<file path="config.mk">
export PLATFORM = sky130hd
export DESIGN_NAME = escape_sequence_decoder
export DESIGN_NICKNAME = d
export VERILOG_FILES = /design/src/esd_pkg.sv /design/src/esd_decode.sv /design/src/escape_sequence_decoder.sv
export VERILOG_INCLUDE_DIRS = /design/src /design/src/src
export SDC_FILE = /design/constraint.sdc
export NUM_CORES = 1
export LEC_CHECK = 0
export ABC_AREA = 1
export BUFFER_PORTS_ARGS = -buffer_cell sky130_fd_sc_hd__clkbuf_2
export CAP_MARGIN = 20
export CORE_MARGIN = 1.5
export CORE_UTILIZATION = 45
export CTS_BUF_LIST = sky130_fd_sc_hd__clkbuf_4 sky130_fd_sc_hd__clkbuf_8
export DETAILED_ROUTE_END_ITERATION = 8
export MAX_ROUTING_LAYER = met4
export PLACE_DENSITY = 0.64
export SLEW_MARGIN = 10
export SYNTH_ARGS = -nofsm -noshare
export SYNTH_HDL_FRONTEND = slang
export SYNTH_SLANG_ARGS = --single-unit
</file>
<file path="constraint.sdc">
create_clock -name clk -period 9.4 [get_ports clk]
set_input_delay 0.47 -clock clk [delete_from_list [all_inputs] [get_ports clk]]
set_output_delay 0.47 -clock clk [all_outputs]
set_load 0.01 [all_outputs]
</file>
<file path="src/escape_sequence_decoder_defines.svh">
// ----------------------------------------------------------------------------
// Escape sequence decoder assertion macros
// Shared helpers for concurrent checks clocked on clk, disabled in reset.
// ----------------------------------------------------------------------------
`ifndef ESCAPE_SEQUENCE_DECODER_DEFINES_SVH
`define ESCAPE_SEQUENCE_DECODER_DEFINES_SVH

// same-cycle implication
`define ESD_ASSERT_IMP(lbl, ante, cons, msg) \
  lbl: assert property (@(posedge clk) disable iff (!rst_n) (ante) |-> (cons)) \
    else $error(msg);

// next-cycle implication
`define ESD_ASSERT_NXT(lbl, ante, cons, msg) \
  lbl: assert property (@(posedge clk) disable iff (!rst_n) (ante) |=> (cons)) \
    else $error(msg);

`endif

</file>
<file path="src/esd_pkg.sv">
// ----------------------------------------------------------------------------
// Escape sequence decoder package
// Types, character codes and small lookup functions shared by the block.
// ----------------------------------------------------------------------------
package esd_pkg;

  // escape parser phase
  typedef enum logic [1:0] {
    PH_TEXT = 2'd0,
    PH_ESC  = 2'd1,
    PH_HEX  = 2'd2
  } esd_phase_t;

  // configuration register indexes
  localparam logic [1:0] CFG_CTRL_ENABLE    = 2'd0;
  localparam logic [1:0] CFG_UNICODE_ENABLE = 2'd1;
  localparam logic [1:0] CFG_DROP_BACKSLASH = 2'd2;

  localparam logic [7:0] CH_BACKSLASH = 8'h5c;
  localparam logic [7:0] CH_QMARK     = 8'h3f;
  localparam logic [7:0] CH_U_LOWER   = 8'h75;
  localparam logic [7:0] CH_U_UPPER   = 8'h55;
  localparam logic [7:0] CH_ZERO      = 8'h30;
  localparam logic [7:0] CH_NINE      = 8'h39;
  localparam logic [7:0] CH_A_LOWER   = 8'h61;
  localparam logic [7:0] CH_F_LOWER   = 8'h66;
  localparam logic [7:0] CASE_BIT     = 8'h20;
  localparam logic [7:0] HEX_ALPHA_BIAS = 8'h57;  // 'W': 'a' - 10

  localparam logic [4:0] HEX_BAD = 5'd16;

  localparam logic [3:0] DIGITS_SHORT = 4'd4;
  localparam logic [3:0] DIGITS_LONG  = 4'd8;

  localparam logic [7:0] UTF8_LEAD2 = 8'hc0;
  localparam logic [7:0] UTF8_LEAD3 = 8'he0;
  localparam logic [7:0] UTF8_LEAD4 = 8'hf0;
  localparam logic [7:0] UTF8_CONT  = 8'h80;

  localparam int CP_BITS = 21;   // code points below 2^21 are encodable
  localparam int MAX_OUT = 4;

  typedef struct packed {
    logic ctrl_enable;
    logic unicode_enable;
    logic drop_backslash;
  } esd_cfg_t;

  // bytes produced by one input request
  typedef struct packed {
    logic [MAX_OUT-1:0][7:0] bytes;
    logic [2:0]              cnt;
    logic                    eos;
  } esd_grp_t;

  // returns HEX_BAD for a byte that is not a hex digit
  function automatic logic [4:0] hex_value(input logic [7:0] c);
    logic [7:0] lc;
    logic [7:0] d;
    lc = c | CASE_BIT;
    d  = lc - HEX_ALPHA_BIAS;
    if (c >= CH_ZERO && c <= CH_NINE) begin
      return {1'b0, c[3:0]};
    end else if (lc >= CH_A_LOWER && lc <= CH_F_LOWER) begin
      return {1'b0, d[3:0]};
    end
    return HEX_BAD;
  endfunction

  // control byte for an escape letter, zero when not a control letter
  function automatic logic [7:0] ctrl_code(input logic [7:0] c);
    logic [7:0] r;
    unique case (c)
      8'h74:   r = 8'h09;  // t
      8'h6e:   r = 8'h0a;  // n
      8'h72:   r = 8'h0d;  // r
      8'h66:   r = 8'h0c;  // f
      8'h61:   r = 8'h07;  // a
      8'h62:   r = 8'h08;  // b
      8'h76:   r = 8'h0b;  // v
      default: r = 8'h00;
    endcase
    return r;
  endfunction

endpackage

</file>
<file path="src/esd_decode.sv">
// ----------------------------------------------------------------------------
// Escape sequence decoder: escape parser
// Holds the escape state and turns one input byte into up to four output
// bytes combinationally.
// ----------------------------------------------------------------------------
module esd_decode
  import esd_pkg::*;
(
  input  logic       clk,
  input  logic       rst_n,
  input  logic       acc,
  input  logic [7:0] in_b,
  input  logic       in_eos,
  input  esd_cfg_t   cfg,
  output esd_grp_t   grp
);

  esd_phase_t           phase_r, phase_nxt, phase_step;
  logic [3:0]           digits_r, digits_nxt;
  logic [CP_BITS-1:0]   cp_r, cp_nxt, cp_sh;
  logic                 ovf_r, ovf_nxt, ovf_sh;

  logic [4:0]           hv;
  logic [7:0]           cc;
  logic                 is_ctrl;
  logic                 is_hex_esc;
  logic                 hex_last;

  assign hv         = hex_value(in_b);
  assign cc         = ctrl_code(in_b);
  assign is_ctrl    = (cc != 8'h00);
  assign is_hex_esc = (in_b == CH_U_LOWER) || (in_b == CH_U_UPPER);
  assign hex_last   = (digits_r <= 4'd1);

  // accumulator keeps the low bits plus a sticky flag for >= 2^21 or a bad digit
  assign cp_sh  = {cp_r[CP_BITS-5:0], hv[3:0]};
  assign ovf_sh = ovf_r | hv[4] | (cp_r[CP_BITS-1:CP_BITS-4] != 4'd0);

  // next state
  always_comb begin
    phase_step = phase_r;
    digits_nxt = digits_r;
    cp_nxt     = cp_r;
    ovf_nxt    = ovf_r;
    unique case (phase_r)
      PH_ESC: begin
        phase_step = PH_TEXT;
        if (!(is_ctrl && cfg.ctrl_enable) && is_hex_esc && cfg.unicode_enable) begin
          phase_step = PH_HEX;
          digits_nxt = (in_b == CH_U_UPPER) ? DIGITS_LONG : DIGITS_SHORT;
          cp_nxt     = '0;
          ovf_nxt    = 1'b0;
        end
      end
      PH_HEX: begin
        cp_nxt  = cp_sh;
        ovf_nxt = ovf_sh;
        if (hex_last) begin
          phase_step = PH_TEXT;
          digits_nxt = 4'd0;
        end else begin
          digits_nxt = digits_r - 4'd1;
        end
      end
      default: begin
        if (in_b == CH_BACKSLASH) begin
          phase_step = PH_ESC;
        end
      end
    endcase
    phase_nxt = phase_step;
    if (in_eos) begin
      phase_nxt  = PH_TEXT;
      digits_nxt = 4'd0;
      cp_nxt     = '0;
      ovf_nxt    = 1'b0;
    end
  end

  always_ff @(posedge clk) begin
    if (!rst_n) begin
      phase_r  <= PH_TEXT;
      digits_r <= 4'd0;
      cp_r     <= '0;
      ovf_r    <= 1'b0;
    end else if (acc) begin
      phase_r  <= phase_nxt;
      digits_r <= digits_nxt;
      cp_r     <= cp_nxt;
      ovf_r    <= ovf_nxt;
    end
  end

  // output bytes
  always_comb begin
    logic [MAX_OUT-1:0][7:0] b;
    logic [2:0]              n;
    b = '0;
    n = 3'd0;
    unique case (phase_r)
      PH_ESC: begin
        if (is_ctrl && cfg.ctrl_enable) begin
          b[n[1:0]] = cc;           n = n + 3'd1;
        end else if (is_hex_esc && cfg.unicode_enable) begin
          n = 3'd0;
        end else if (is_ctrl || is_hex_esc) begin
          b[n[1:0]] = CH_BACKSLASH; n = n + 3'd1;
          b[n[1:0]] = in_b;         n = n + 3'd1;
        end else begin
          if (!cfg.drop_backslash) begin
            b[n[1:0]] = CH_BACKSLASH; n = n + 3'd1;
          end
          b[n[1:0]] = in_b;         n = n + 3'd1;
        end
      end
      PH_HEX: begin
        if (hex_last) begin
          if (ovf_sh) begin
            b[0] = CH_QMARK;
            n    = 3'd1;
          end else if (cp_sh[CP_BITS-1:7] == '0) begin
            b[0] = {1'b0, cp_sh[6:0]};
            n    = 3'd1;
          end else if (cp_sh[CP_BITS-1:11] == '0) begin
            b[0] = UTF8_LEAD2 | {3'b000, cp_sh[10:6]};
            b[1] = UTF8_CONT  | {2'b00, cp_sh[5:0]};
            n    = 3'd2;
          end else if (cp_sh[CP_BITS-1:16] == '0) begin
            b[0] = UTF8_LEAD3 | {4'b0000, cp_sh[15:12]};
            b[1] = UTF8_CONT  | {2'b00, cp_sh[11:6]};
            b[2] = UTF8_CONT  | {2'b00, cp_sh[5:0]};
            n    = 3'd3;
          end else begin
            b[0] = UTF8_LEAD4 | {5'b00000, cp_sh[20:18]};
            b[1] = UTF8_CONT  | {2'b00, cp_sh[17:12]};
            b[2] = UTF8_CONT  | {2'b00, cp_sh[11:6]};
            b[3] = UTF8_CONT  | {2'b00, cp_sh[5:0]};
            n    = 3'd4;
          end
        end
      end
      default: begin
        if (in_b != CH_BACKSLASH) begin
          b[0] = in_b;
          n    = 3'd1;
        end
      end
    endcase
    // string end flushes a dangling escape
    if (in_eos) begin
      if (phase_step == PH_ESC) begin
        b[n[1:0]] = CH_BACKSLASH; n = n + 3'd1;
      end else if (phase_step == PH_HEX) begin
        b[n[1:0]] = CH_QMARK;     n = n + 3'd1;
      end
    end
    grp.bytes = b;
    grp.cnt   = n;
    grp.eos   = in_eos;
  end

endmodule

</file>
<file path="src/escape_sequence_decoder.sv">
// ----------------------------------------------------------------------------
// Escape sequence decoder
// Resolves backslash escapes in a byte stream, with UTF-8 output for
// \u and \U hex escapes.
// ----------------------------------------------------------------------------
// Usage:
//   Input channel (in_valid/in_stall) carries one raw byte per request plus
//   in_end_of_string on the final byte of a string. Output channel
//   (out_valid/out_stall) carries one decoded byte per request, with
//   out_last_of_run on the last byte caused by an input byte and
//   out_string_done on the last byte of the string.
//   An input byte is decoded in the cycle it is accepted; its 0 to 4 bytes
//   appear at the output from the next cycle, one per cycle while not stalled.
//   Throughput is one input byte per cycle while each byte yields at most
//   one output byte and out_stall is low; a byte yielding more holds the
//   input until its last byte leaves the single output byte lane. Bytes
//   opening or continuing an escape yield nothing and never hold the input.
//   When the receiver stalls, the pending byte holds and the input stalls
//   once the result register has no room for the next group.
//   Reset (rst_n low, synchronous) empties the output and returns to plain
//   text; all three configuration bits reset to 1. Write configuration via
//   cfg_we/cfg_index/cfg_data only while idle.
// ----------------------------------------------------------------------------
`include "escape_sequence_decoder_defines.svh"

module escape_sequence_decoder
  import esd_pkg::*;
(
  input  logic       clk,
  input  logic       rst_n,

  input  logic       cfg_we,
  input  logic [1:0] cfg_index,
  input  logic       cfg_data,

  input  logic       in_valid,
  output logic       in_stall,
  input  logic [7:0] in_byte,
  input  logic       in_end_of_string,

  output logic       out_valid,
  input  logic       out_stall,
  output logic [7:0] out_byte,
  output logic       out_last_of_run,
  output logic       out_string_done
);

  esd_cfg_t   cfg_r;
  esd_grp_t   grp_dec;
  esd_grp_t   grp_r;
  logic       grp_vld_r;
  logic [1:0] idx_r;

  logic       in_acc;
  logic       out_take;
  logic       out_last;
  logic       drain_last;

  // configuration
  always_ff @(posedge clk) begin
    if (!rst_n) begin
      cfg_r <= '{ctrl_enable: 1'b1, unicode_enable: 1'b1, drop_backslash: 1'b1};
    end else if (cfg_we) begin
      unique case (cfg_index)
        CFG_CTRL_ENABLE:    cfg_r.ctrl_enable    <= cfg_data;
        CFG_UNICODE_ENABLE: cfg_r.unicode_enable <= cfg_data;
        CFG_DROP_BACKSLASH: cfg_r.drop_backslash <= cfg_data;
        default: ;
      endcase
    end
  end

  esd_decode u_decode (
    .clk    (clk),
    .rst_n  (rst_n),
    .acc    (in_acc),
    .in_b   (in_byte),
    .in_eos (in_end_of_string),
    .cfg    (cfg_r),
    .grp    (grp_dec)
  );

  assign out_last   = ({1'b0, idx_r} == (grp_r.cnt - 3'd1));
  assign out_take   = out_valid && !out_stall;
  assign drain_last = out_take && out_last;

  // a new group may load in the cycle the last pending byte leaves
  assign in_stall = grp_vld_r && !drain_last;
  assign in_acc   = in_valid && !in_stall;

  always_ff @(posedge clk) begin
    if (!rst_n) begin
      grp_vld_r <= 1'b0;
      idx_r     <= 2'd0;
    end else if (in_acc && grp_dec.cnt != 3'd0) begin
      grp_vld_r <= 1'b1;
      idx_r     <= 2'd0;
    end else if (drain_last) begin
      grp_vld_r <= 1'b0;
      idx_r     <= 2'd0;
    end else if (out_take) begin
      idx_r     <= idx_r + 2'd1;
    end
  end

  always_ff @(posedge clk) begin
    if (in_acc && grp_dec.cnt != 3'd0) begin
      grp_r <= grp_dec;
    end
  end

  assign out_valid       = grp_vld_r;
  assign out_byte        = grp_r.bytes[idx_r];
  assign out_last_of_run = out_last;
  assign out_string_done = out_last && grp_r.eos;

  `ESD_ASSERT_IMP(a_grp_count, grp_vld_r, (grp_r.cnt != 3'd0) && ({1'b0, idx_r} < grp_r.cnt), "pending group count out of range")
  `ESD_ASSERT_NXT(a_eos_yields, in_acc && in_end_of_string, grp_vld_r && grp_r.eos, "final byte of string gave no result")
  `ESD_ASSERT_NXT(a_idx_step, out_take && !out_last, grp_vld_r && (idx_r == $past(idx_r) + 2'd1), "byte index did not advance")

endmodule

</file>
Word level (Yosys, flattened, before mapping):

Cells that the tools add are included.

* reduce and logical (&&, ||, !) cells: 34
* add/subtract/negate cells: 6
* shift operators: 0
* muxes and demuxes: 74
* $mul: 0
* bitwise operators: 9
* equal/unequal tests: 19
* divide/modulo/power cells: 0
* magnitude comparators: 10

Operators by type and width (number)
* 2-to-1 mux 32 bit: 5
* 2-to-1 mux 8 bit: 12
* equality test 8 x 7 -> 1 bit (second input constant): 10
* 2-to-1 mux 24 bit: 3
* 2-to-1 mux 16 bit: 4
* case mux 24 bit (2 select lines): 1
* 2-to-1 mux 3 bit: 15
* 2-to-1 mux 21 bit: 2
* case mux 21 bit (2 select lines): 1
* bitwise mux 32 bit: 1
* demux 8 bit (select 2 bit): 2
* case mux 4 bit (7 select lines): 1
* OR 24 bit: 1
* 2-to-1 mux 22 bit: 1
* AND 16 bit: 1
* binary-select mux 8 bit (select 2 bit): 1
* 2-to-1 mux 4 bit: 4
* inverter 16 bit: 1
* OR 16 bit: 1
* case mux 8 bit (2 select lines): 1
* 2-to-1 mux 5 bit: 3
* logical AND 1 bit: 14
* zero test 14 bit: 1
* zero test 10 bit: 1
* other kinds (39): 65

* logic and storage cells: 167
* latch bits: 0
* flip-flop bits (word level): 70
* ROM bits: 0
* memories kept: 0
* memory bits (writable): 0
* output and inout bits: 12
* input bits: 17

Depth between registers and ports, before layout:

Gate-level depths: netlist (run 1).

* depth after elaboration: 22
* depth in mapped cells: 25
* depth with buffers taken out: 25

By module:

Synthesis (run 1) repeated with hierarchy kept, for this count alone.

* cells, all modules: 670
* area, all modules: 4737.0 um^2

Modules (own cells, without submodules)
* esd_decode: cells an instance 530, times used 1, area each 3037.9 um^2, sequential area each 560.5 um^2
* escape_sequence_decoder: cells an instance 140, times used 1, area each 1699.1 um^2, sequential area each 1201.2 um^2

Worst setup path after synthesis (run 1):

Ideal clock, no wire load.

* path type: input port to flip-flop
* from: input in_byte[0]
* to: register grp_r[0] in the netlist's numbering, enable pin
* path buffers: 0
* slack: 5.687 ns
* arrival: 3.322 ns
* cell stages on the path: 23
* cells stage by stage: inv_1 ha_1 inv_1 nor3_1 nand3_1 nand2_2 nand2_4 nand2_4 inv_4 nand3_4 clkinv_2 a21oi_4 inv_1 ha_1 inv_1 ha_1 inv_1 nand3_1 nand2_1 inv_2 nand3_2 nand2_2 inv_1

RTL lines
* start: declaration: line escape_sequence_decoder.sv:38 `input logic [7:0] in_byte,`
* end signal: assignment: line escape_sequence_decoder.sv:108 `grp_r <= grp_dec;`
* end: declaration: line escape_sequence_decoder.sv:50 `esd_grp_t grp_r;`

==> results of run 1 <==
-- cell type report --
class | instances | share of cell area (%)
Antenna cell | 1 | 0.0504
Clock buffer | 12 | 3.07
Clock inverter | 4 | 0.479
Inverter | 88 | 6.83
Multi-Input combinational cell | 394 | 47.5
Sequential cell | 70 | 35.5
Tap cell | 133 | 3.35
Timing Repair Buffer | 31 | 3.27
-- kinds of logic (layout without fill, tap and decap cells) --
logic type	Yosys count	count (layout)	share of synthesized area, %
compound gates	159	159	21.6
xor+xnor	6	6	1.16
fa+ha+maj	14	14	3.85
buf+inv	106	135	9.43
flops	70	70	38.7
other cells	0	1	0
simple gates	215	215	25.2
-- cell usage after synthesis (all sizes together) --
cell       n  area, um^2
o31ai      1        7.51
a21oi     41         235
nor2      55         279
nand3     39         245
dfxtp     34         681
nor3b      1        7.51
clkbuf     9        33.8
o311ai     1        8.76
nand2    101         511
buf        9        56.3
inv       85         322
a211oi    16         120
xor2       5        43.8
nor4       1        6.26
ha        14         175
o32ai      4        35.0
o221ai     5        43.8
o2111ai    1        8.76
a32oi      1        8.76
a31oi      4        25.0
o21ai     49         245
clkinv     3        17.5
o211ai     7        52.6
edfxtp    36        1080
o22ai     20         125
xnor2      1        8.76
a22oi      9        67.6
nand4      3        18.8
nor3      15        80.1
-- routing by layer --
layer  vias to the layer above  global-route usage [%]
li1                       2024                       -
met1                      1932                    31.8
met2                       125                    37.9
met3                        24                    4.15
met4                         0                    6.85
met5                         -                       -
-- sequential cells by signal, summed over array words and instances, names as in the netlist --
| name | cells |
|---|---|
| u_decode.phase_r | 2 |
| cfg_r | 3 |
| u_decode.cp_r | 21 |
| grp_r | 36 |
| idx_r | 2 |
| out_valid | 1 |
| u_decode.ovf_r | 1 |
| u_decode.digits_r | 4 |
-- worst max-delay path: cells and delay by family, from the launching register on --
kind / cells / cell delay (ns)
AO/OA/AOI/OAI: 2 / 0.21
adder cells (fa/ha/maj): 3 / 0.70
buffers and inverters: 9 / 1.03
flip-flops: 1 / 0.32
AND/OR/NAND/NOR: 7 / 1.12
-- power groups by stage --
stage / Sequential [uW] / Clock (uW) / Combinational (uW)
after global routing: 347 / 241 / 127
final: 346 / 222 / 116
after global placement: 352 / 0 / 114
after CTS: 346 / 227 / 114
after floorplan: 349 / 0 / 81.7
after detailed placement: 353 / 0 / 114
-- worst max-delay path by stage --
| stage | from | end | slack [ns] | cells past startpoint |
|---|---|---|---|---|
| 6_report | u_decode.digits_r[0]$_SDFFE_PN0P_ | grp_r[21]$_DFFE_PP_ | 5.63 | 21 |
| 3_5_place_dp | in_byte[1] | grp_r[17]$_DFFE_PP_ | 5.54 | 24 |
| 3_3_place_gp | in_byte[1] | grp_r[17]$_DFFE_PP_ | 5.59 | 24 |
| 5_1_grt | u_decode.digits_r[0]$_SDFFE_PN0P_ | grp_r[29]$_DFFE_PP_ | 5.28 | 21 |
| 2_1_floorplan | in_byte[0] | grp_r[0]$_DFFE_PP_ | 5.69 | 23 |
| 4_1_cts | u_decode.digits_r[0]$_SDFFE_PN0P_ | grp_r[7]$_DFFE_PP_ | 5.68 | 21 |
-- through the flow --
step           cells  hold WS [ns]
3_3_place_gp     716         0.456
5_1_grt          733         0.398
4_1_cts          732         0.385
3_5_place_dp     716         0.459
2_1_floorplan    570         0.444
6_report         733         0.392
==> results by group, run 1 <==
Outcome
  – Status: completed

Floorplan
  – Die area: 10,700 um^2
  – Die W: 104 um
  – Initial core utilization: 46.5%
  – Rows: 36
  – Core Footprint: 9770 um^2
  – Die height: 104 um
  – I/O pins: 29

STA
  – Hold Vio Cnt, Final: 0
  – Relative slew slack: 32.5%
  – Worst slew pin tran: 1.01 ns
  – Final min period: 3.77 ns
  – Layout Skew: 0.0142 ns
  – Worst Setup Slack, final: 5.63 ns
  – Final setup violation count: 0
  – Slew Viols, Final: 0
  – RSZ-0062 raised after global routing: false
  – Setup TNS Final: 0 ns
  – Period Utilization, post-route: 40.2%
  – Fmax: 265 MHz

Synthesis
  – Flops & latches, synth: 70
  – Post-Synthesis Cells: 570
  – Synthesized area per cell: 7.98 um^2
  – Synth Warn #: 0
  – Mapped Area: 4550 um^2
  – Distinct cells, synth: 46
  – Mapped Nets: 601
  – Seq/Total Area, Yosys: 38.7%

Clocking
  – CTS clk-pin slew, worst paths: 0.08 ns
  – Total CTS buffers: 9
  – CTS tree: yes
  – # H-tree levels: 3
  – Clk root buf: clkbuf_8
  – Post_cts resized: 0
  – Skew-Pair Late Insertion Delay: 0.35 ns
  – Hold_buf cts: 0
  – # clock sinks: 70
  – Longest Clk Path Bufs: 2
  – Post-CTS setup buffers: 0

Detailed routing
  – Highest Signal Layer: met4
  – WL final: 12,400 um
  – Drt drc: 0
  – Post-route ant nets: 0
  – Routed length on met2: 5770 um
  – Metal3 WL: 722 um
  – Mean routed wirelength per cell: 16.9 um
  – Vias per cell: 5.60
  – Via count: 4,105
  – DRT met1 WL: 5640 um
  – Drt initial violations: 418
  – Pre-Repair DR Iteration Count: 5

Worst setup path
  – CP max stage delay: 0.45 ns
  – Critical path class: register to register
  – Data arrival, critical path: 3.76 ns
  – Slowest-stage cell, CP: nor2_1
  – CP Max Fanout: 36
  – R2r startpoint: u_decode.digits_r[0]$_SDFFE_PN0P_
  – Worst setup EP type: register
  – Reg2reg path depth: 21
  – Reg2Reg Setup Slack: 5.63 ns
  – CP Launch Type: register
  – Worst path required time: 9.39 ns
  – CP dominant cell by count: inv_1
  – Sequence of cells on the critical path: inv_1, ha_1, o21ai_1, nor2_1, inv_1, nor2_1, nand3_4, clkinv_2, a21oi_4, inv_1, ha_1, inv_1, ha_1, inv_1, nand3_1, nand2_1, inv_2, nand3_2, nand2_2, inv_1, buf_4
  – Critical R2R Capture: grp_r[21]$_DFFE_PP_

Final layout
  – Reg area: 1760 um^2
  – Post-route cell area: 4970 um^2
  – Most common cell after layout, fill and taps aside: inv_1
  – Final core occ: 50.8%
  – NumNets Final: 625
  – Area added between synthesis and finish: 9.19%
  – Commonest non-fill, non-tap cells in the layout: 76 x inv_1, 74 x nand2_1, 48 x o21ai_0
  – FILL cells: 961
  – Layout cells sized above 1: 18.0%
  – Area of the multi-input gates: 2360 um^2

Pwr
  – Switching power share of the total: 29.9%
  – Pwr dens: 138 nW/um^2
  – Leak: 0.00202 uW
  – Switching Power: 205 uW
  – Internal: 479 uW
  – Maximum vdd drop: 0.0000719 V
  – Sequential power share: 50.6%
  – Comb pwr share: 16.9%
  – Final Power: 683 uW
  – Clock share of power: 32.5%

Global routing
  – Total gr overflow: 0
  – Vias in the first global route: 3,870
  – First-pass GRT wire length: 19,800 um
  – Initial antenna violation count: 1
  – Total GRT Usage: 24.0%
  – Largest net degree at the start of global routing: 42

Worst hold path
  – HP Class: input port to register
  – WHS Path Cells: 3
  – Worst Hold End: cfg_r[0]$_SDFFE_PN1P_
  – Min-Delay Startpoint: cfg_data

Placed design
  – HPWL after DPL: 9710 um
  – Input/output buffers: 28
  – Placement Cell Area: 4790 um^2
  – Routability cong.: 1.06
  – DP Worst Slack: 5.54 ns

Job
  – Maxcap violations: 0
(Power assumes the default switching activity.)
==> inputs of run 2 (changes only) <==
- clock period: 9.4 -> 3.9 ns (I/O delays scaled with it)
==> run 2 against run 1 <==
  * Sequential cell count stayed put
  * Maximum frequency increased by 13%
  * Clock skew is 0.0034 ns lower
  * Clock power rose to 3.3 times the previous value
  * Worst setup slack worse by 5.1 ns
  * First-iteration DRC count down 4.3%
  * Critical path type unchanged
  * Combinational power up 150%
  * Count of clock-buffer cells in the layout decreased by 1
  * Global-route usage up 0.45 points
  * Wire length grew 0.85%
  * Worst hold slack got worse by 0.27 ns
==> results by group, run 2 (synthesis gave the netlist of run 1 again) <==
Final layout
  – Area added between synthesis and finish: 11.5%
  – Final core occ: 51.9% (+1.1 points)
  – Most flop-heavy register: grp_r
  – Commonest non-fill, non-tap cells in the layout: 76 x inv_1, 74 x nand2_1, 48 x o21ai_0
  – Fin cells: 735 (+0.27%)
  – Layout cells sized above 1: 18.4% (+0.41 points)
  – Number of flip-flops in the largest register: 36 (unchanged)
  – N_diodes: 0 (-1)
  – Largest registers: grp_r x36, u_decode.cp_r x21, u_decode.digits_r x4
  – Most common cell after layout, fill and taps aside: inv_1
  – NumNets Final: 628 (+0.48%)

Global routing
  – Total GRT Usage: 24.5% (+0.45 points)
  – Total gr overflow: 0 (unchanged)
  – Initial antenna violation count: 0 (-1)
  – Vias in the first global route: 3,865 (-0.13%)
  – First-pass GRT wire length: 20,000 um (+0.91%)
  – Largest net degree at the start of global routing: 37 (-12%)

Worst setup path
  – CP Max Fanout: 36 (unchanged)
  – Reg2reg path depth: 21 (unchanged)
  – CP Launch Type: register
  – Slowest-stage cell, CP: dfxtp_1
  – CP max stage delay: 0.34 ns (-0.11 ns)
  – Worst setup EP type: register
  – Critical path class: register to register
  – Data arrival, critical path: 3.38 ns (-0.38 ns)
  – CP dominant cell by count: inv_1
  – Worst path required time: 3.94 ns (-5.45 ns)
  – Sequence of cells on the critical path: inv_1, ha_1, o21ai_1, nor2_1, inv_1, nor2_1, nand3_4, clkinv_2, a21oi_4, inv_1, ha_1, inv_1, ha_1, inv_1, nand3_1, nand2_1, inv_2, nand3_2, nand2_2, inv_1, buf_12

STA
  – Fmax: 299 MHz (+13%)
  – Worst slew pin tran: 0.977 ns (-0.0340 ns)
  – Setup TNS Final: 0 ns (unchanged)
  – Slew Viols, Final: 0 (unchanged)
  – Relative slew slack: 34.8% (+2.3 points)
  – Hold Vio Cnt, Final: 0 (unchanged)
  – RSZ-0062 raised after global routing: false
  – Final setup violation count: 0 (unchanged)
  – Final min period: 3.34 ns (-0.431 ns)
  – Layout Skew: 0.0108 ns (-0.00342 ns)
  – Period Utilization, post-route: 85.7% (+46 points)
  – Hold slack: 0.125 ns (-0.267 ns)

Placed design
  – HPWL after DPL: 9780 um (+0.75%)
  – Dpl cells: 719 (+0.42%)
  – Input/output buffers: 28 (unchanged)
  – Routability cong.: 1.04 (-2.4%)

Clocking
  – Clk root buf: clkbuf_8
  – Post-CTS setup buffers: 0 (unchanged)
  – Skew-Pair Late Insertion Delay: 0.35 ns (about the same)
  – Post_cts resized: 0 (unchanged)
  – CTS tree: yes
  – Longest Clk Path Bufs: 2 (unchanged)
  – # clock sinks: 70 (unchanged)
  – # H-tree levels: 3 (unchanged)
  – Total CTS buffers: 9 (unchanged)
  – CTS clk-pin slew, worst paths: 0.08 ns (about the same)
  – Hold_buf cts: 0 (unchanged)

Outcome
  – Status: completed

Floorplan
  – Core Footprint: 9770 um^2 (unchanged)
  – Die height: 104 um (unchanged)
  – Initial core utilization: 46.5% (unchanged)
  – Die W: 104 um (unchanged)
  – I/O pins: 29 (unchanged)
  – Die area: 10,700 um^2 (unchanged)
  – Rows: 36 (unchanged)

Pwr
  – Leak: 0.00207 uW (+2.5%)
  – Sequential power share: 44.7% (-5.9 points)
  – Switching Power: 505 uW (+150%)
  – Maximum vdd drop: 0.000197 V (+170%)
  – Clock share of power: 39.8% (+7.3 points)
  – Internal: 1350 uW (+180%)
  – Pwr dens: 366 nW/um^2 (+170%)
  – Comb pwr share: 15.5% (-1.4 points)
  – Switching power share of the total: 27.2% (-2.7 points)

Worst hold path
  – HP Class: input port to register
  – WHS Path Cells: 3 (unchanged)

Detailed routing
  – WL final: 12,500 um (+0.85%)
  – Drt drc: 0 (unchanged)
  – Via count: 4,101 (-0.097%)
  – Vias per cell: 5.58 (-0.37%)
  – Post-route ant nets: 0 (unchanged)
  – Pre-Repair DR Iteration Count: 5 (unchanged)
  – Drt initial violations: 400 (-4.3%)
  – Mean routed wirelength per cell: 17.0 um (+0.58%)

Job
  – Maxcap violations: 0 (unchanged)
[run 2: cell types whose count changed in the layout (fill, tap and decap cells not counted), sizes merged]
| cell | delta |
|---|---|
| buf | +3 |
| bufinv | +3 |
| clkbuf | -1 |
| clkinv | -4 |
| diode | -1 |
| inv | +2 |
[run 2: critical path: cells and delay by family, from the launching register on]
kind / cells / cell delay [ns]
AOI/OAI and AO/OA: 2 / 0.47
adders and majority gates: 3 / 0.68
buffers and inverters: 9 / 0.90
DFF: 1 / 0.34
and+or+nand+nor: 7 / 0.63
[run 2: stage by stage]
| stage | setup slack [ns] | power, uW | area, um^2 |
|---|---|---|---|
| after floorplan | 0.295 | 1040 | 4550 |
| after global placement | 0.603 | 1130 | 4820 |
| after detailed placement | 0.461 | 1130 | 4820 |
| after CTS | 0.585 | 1860 | 5070 |
| after global routing | 0.232 | 1930 | 5070 |
| final | 0.556 | 1860 | 5070 |
[run 2: layout make-up]
cell class	count	area (um^2)
fill	986	4700
timing repair buffer	34	198
tap	133	166
sequential	70	1760
inverter	88	339
clock inverter	5	105
clock buffer	11	145
multi-input combinational	394	2360
[run 2: path summary, 6_finish.rpt]
path              slack, ns                             end                               from
setup / recovery       0.56             grp_r[10]$_DFFE_PP_  u_decode.digits_r[0]$_SDFFE_PN0P_
hold reg to reg        0.48  u_decode.cp_r[17]$_SDFFE_PN0P_     u_decode.cp_r[17]$_SDFFE_PN0P_
hold / removal         0.13           cfg_r[2]$_SDFFE_PN1P_                           cfg_data
setup reg to reg       0.56             grp_r[10]$_DFFE_PP_  u_decode.digits_r[0]$_SDFFE_PN0P_
[run 2: layer usage]
layer  up-vias  track usage, %  share of wire, %
met1      1901            31.6                45
met3        30            5.16               5.9
met2       143            38.0                46
met5         -               -                 0
met4         0            8.93               2.9
li1       2027               -                 -
[run 2: power groups by stage]
stage | registers [uW] | clock network [uW] | logic, uW
after floorplan | 840 | 0 | 197
final | 830 | 739 | 287
after CTS | 830 | 748 | 282
after detailed placement | 847 | 0 | 280
after global routing | 834 | 783 | 313
after global placement | 847 | 0 | 282
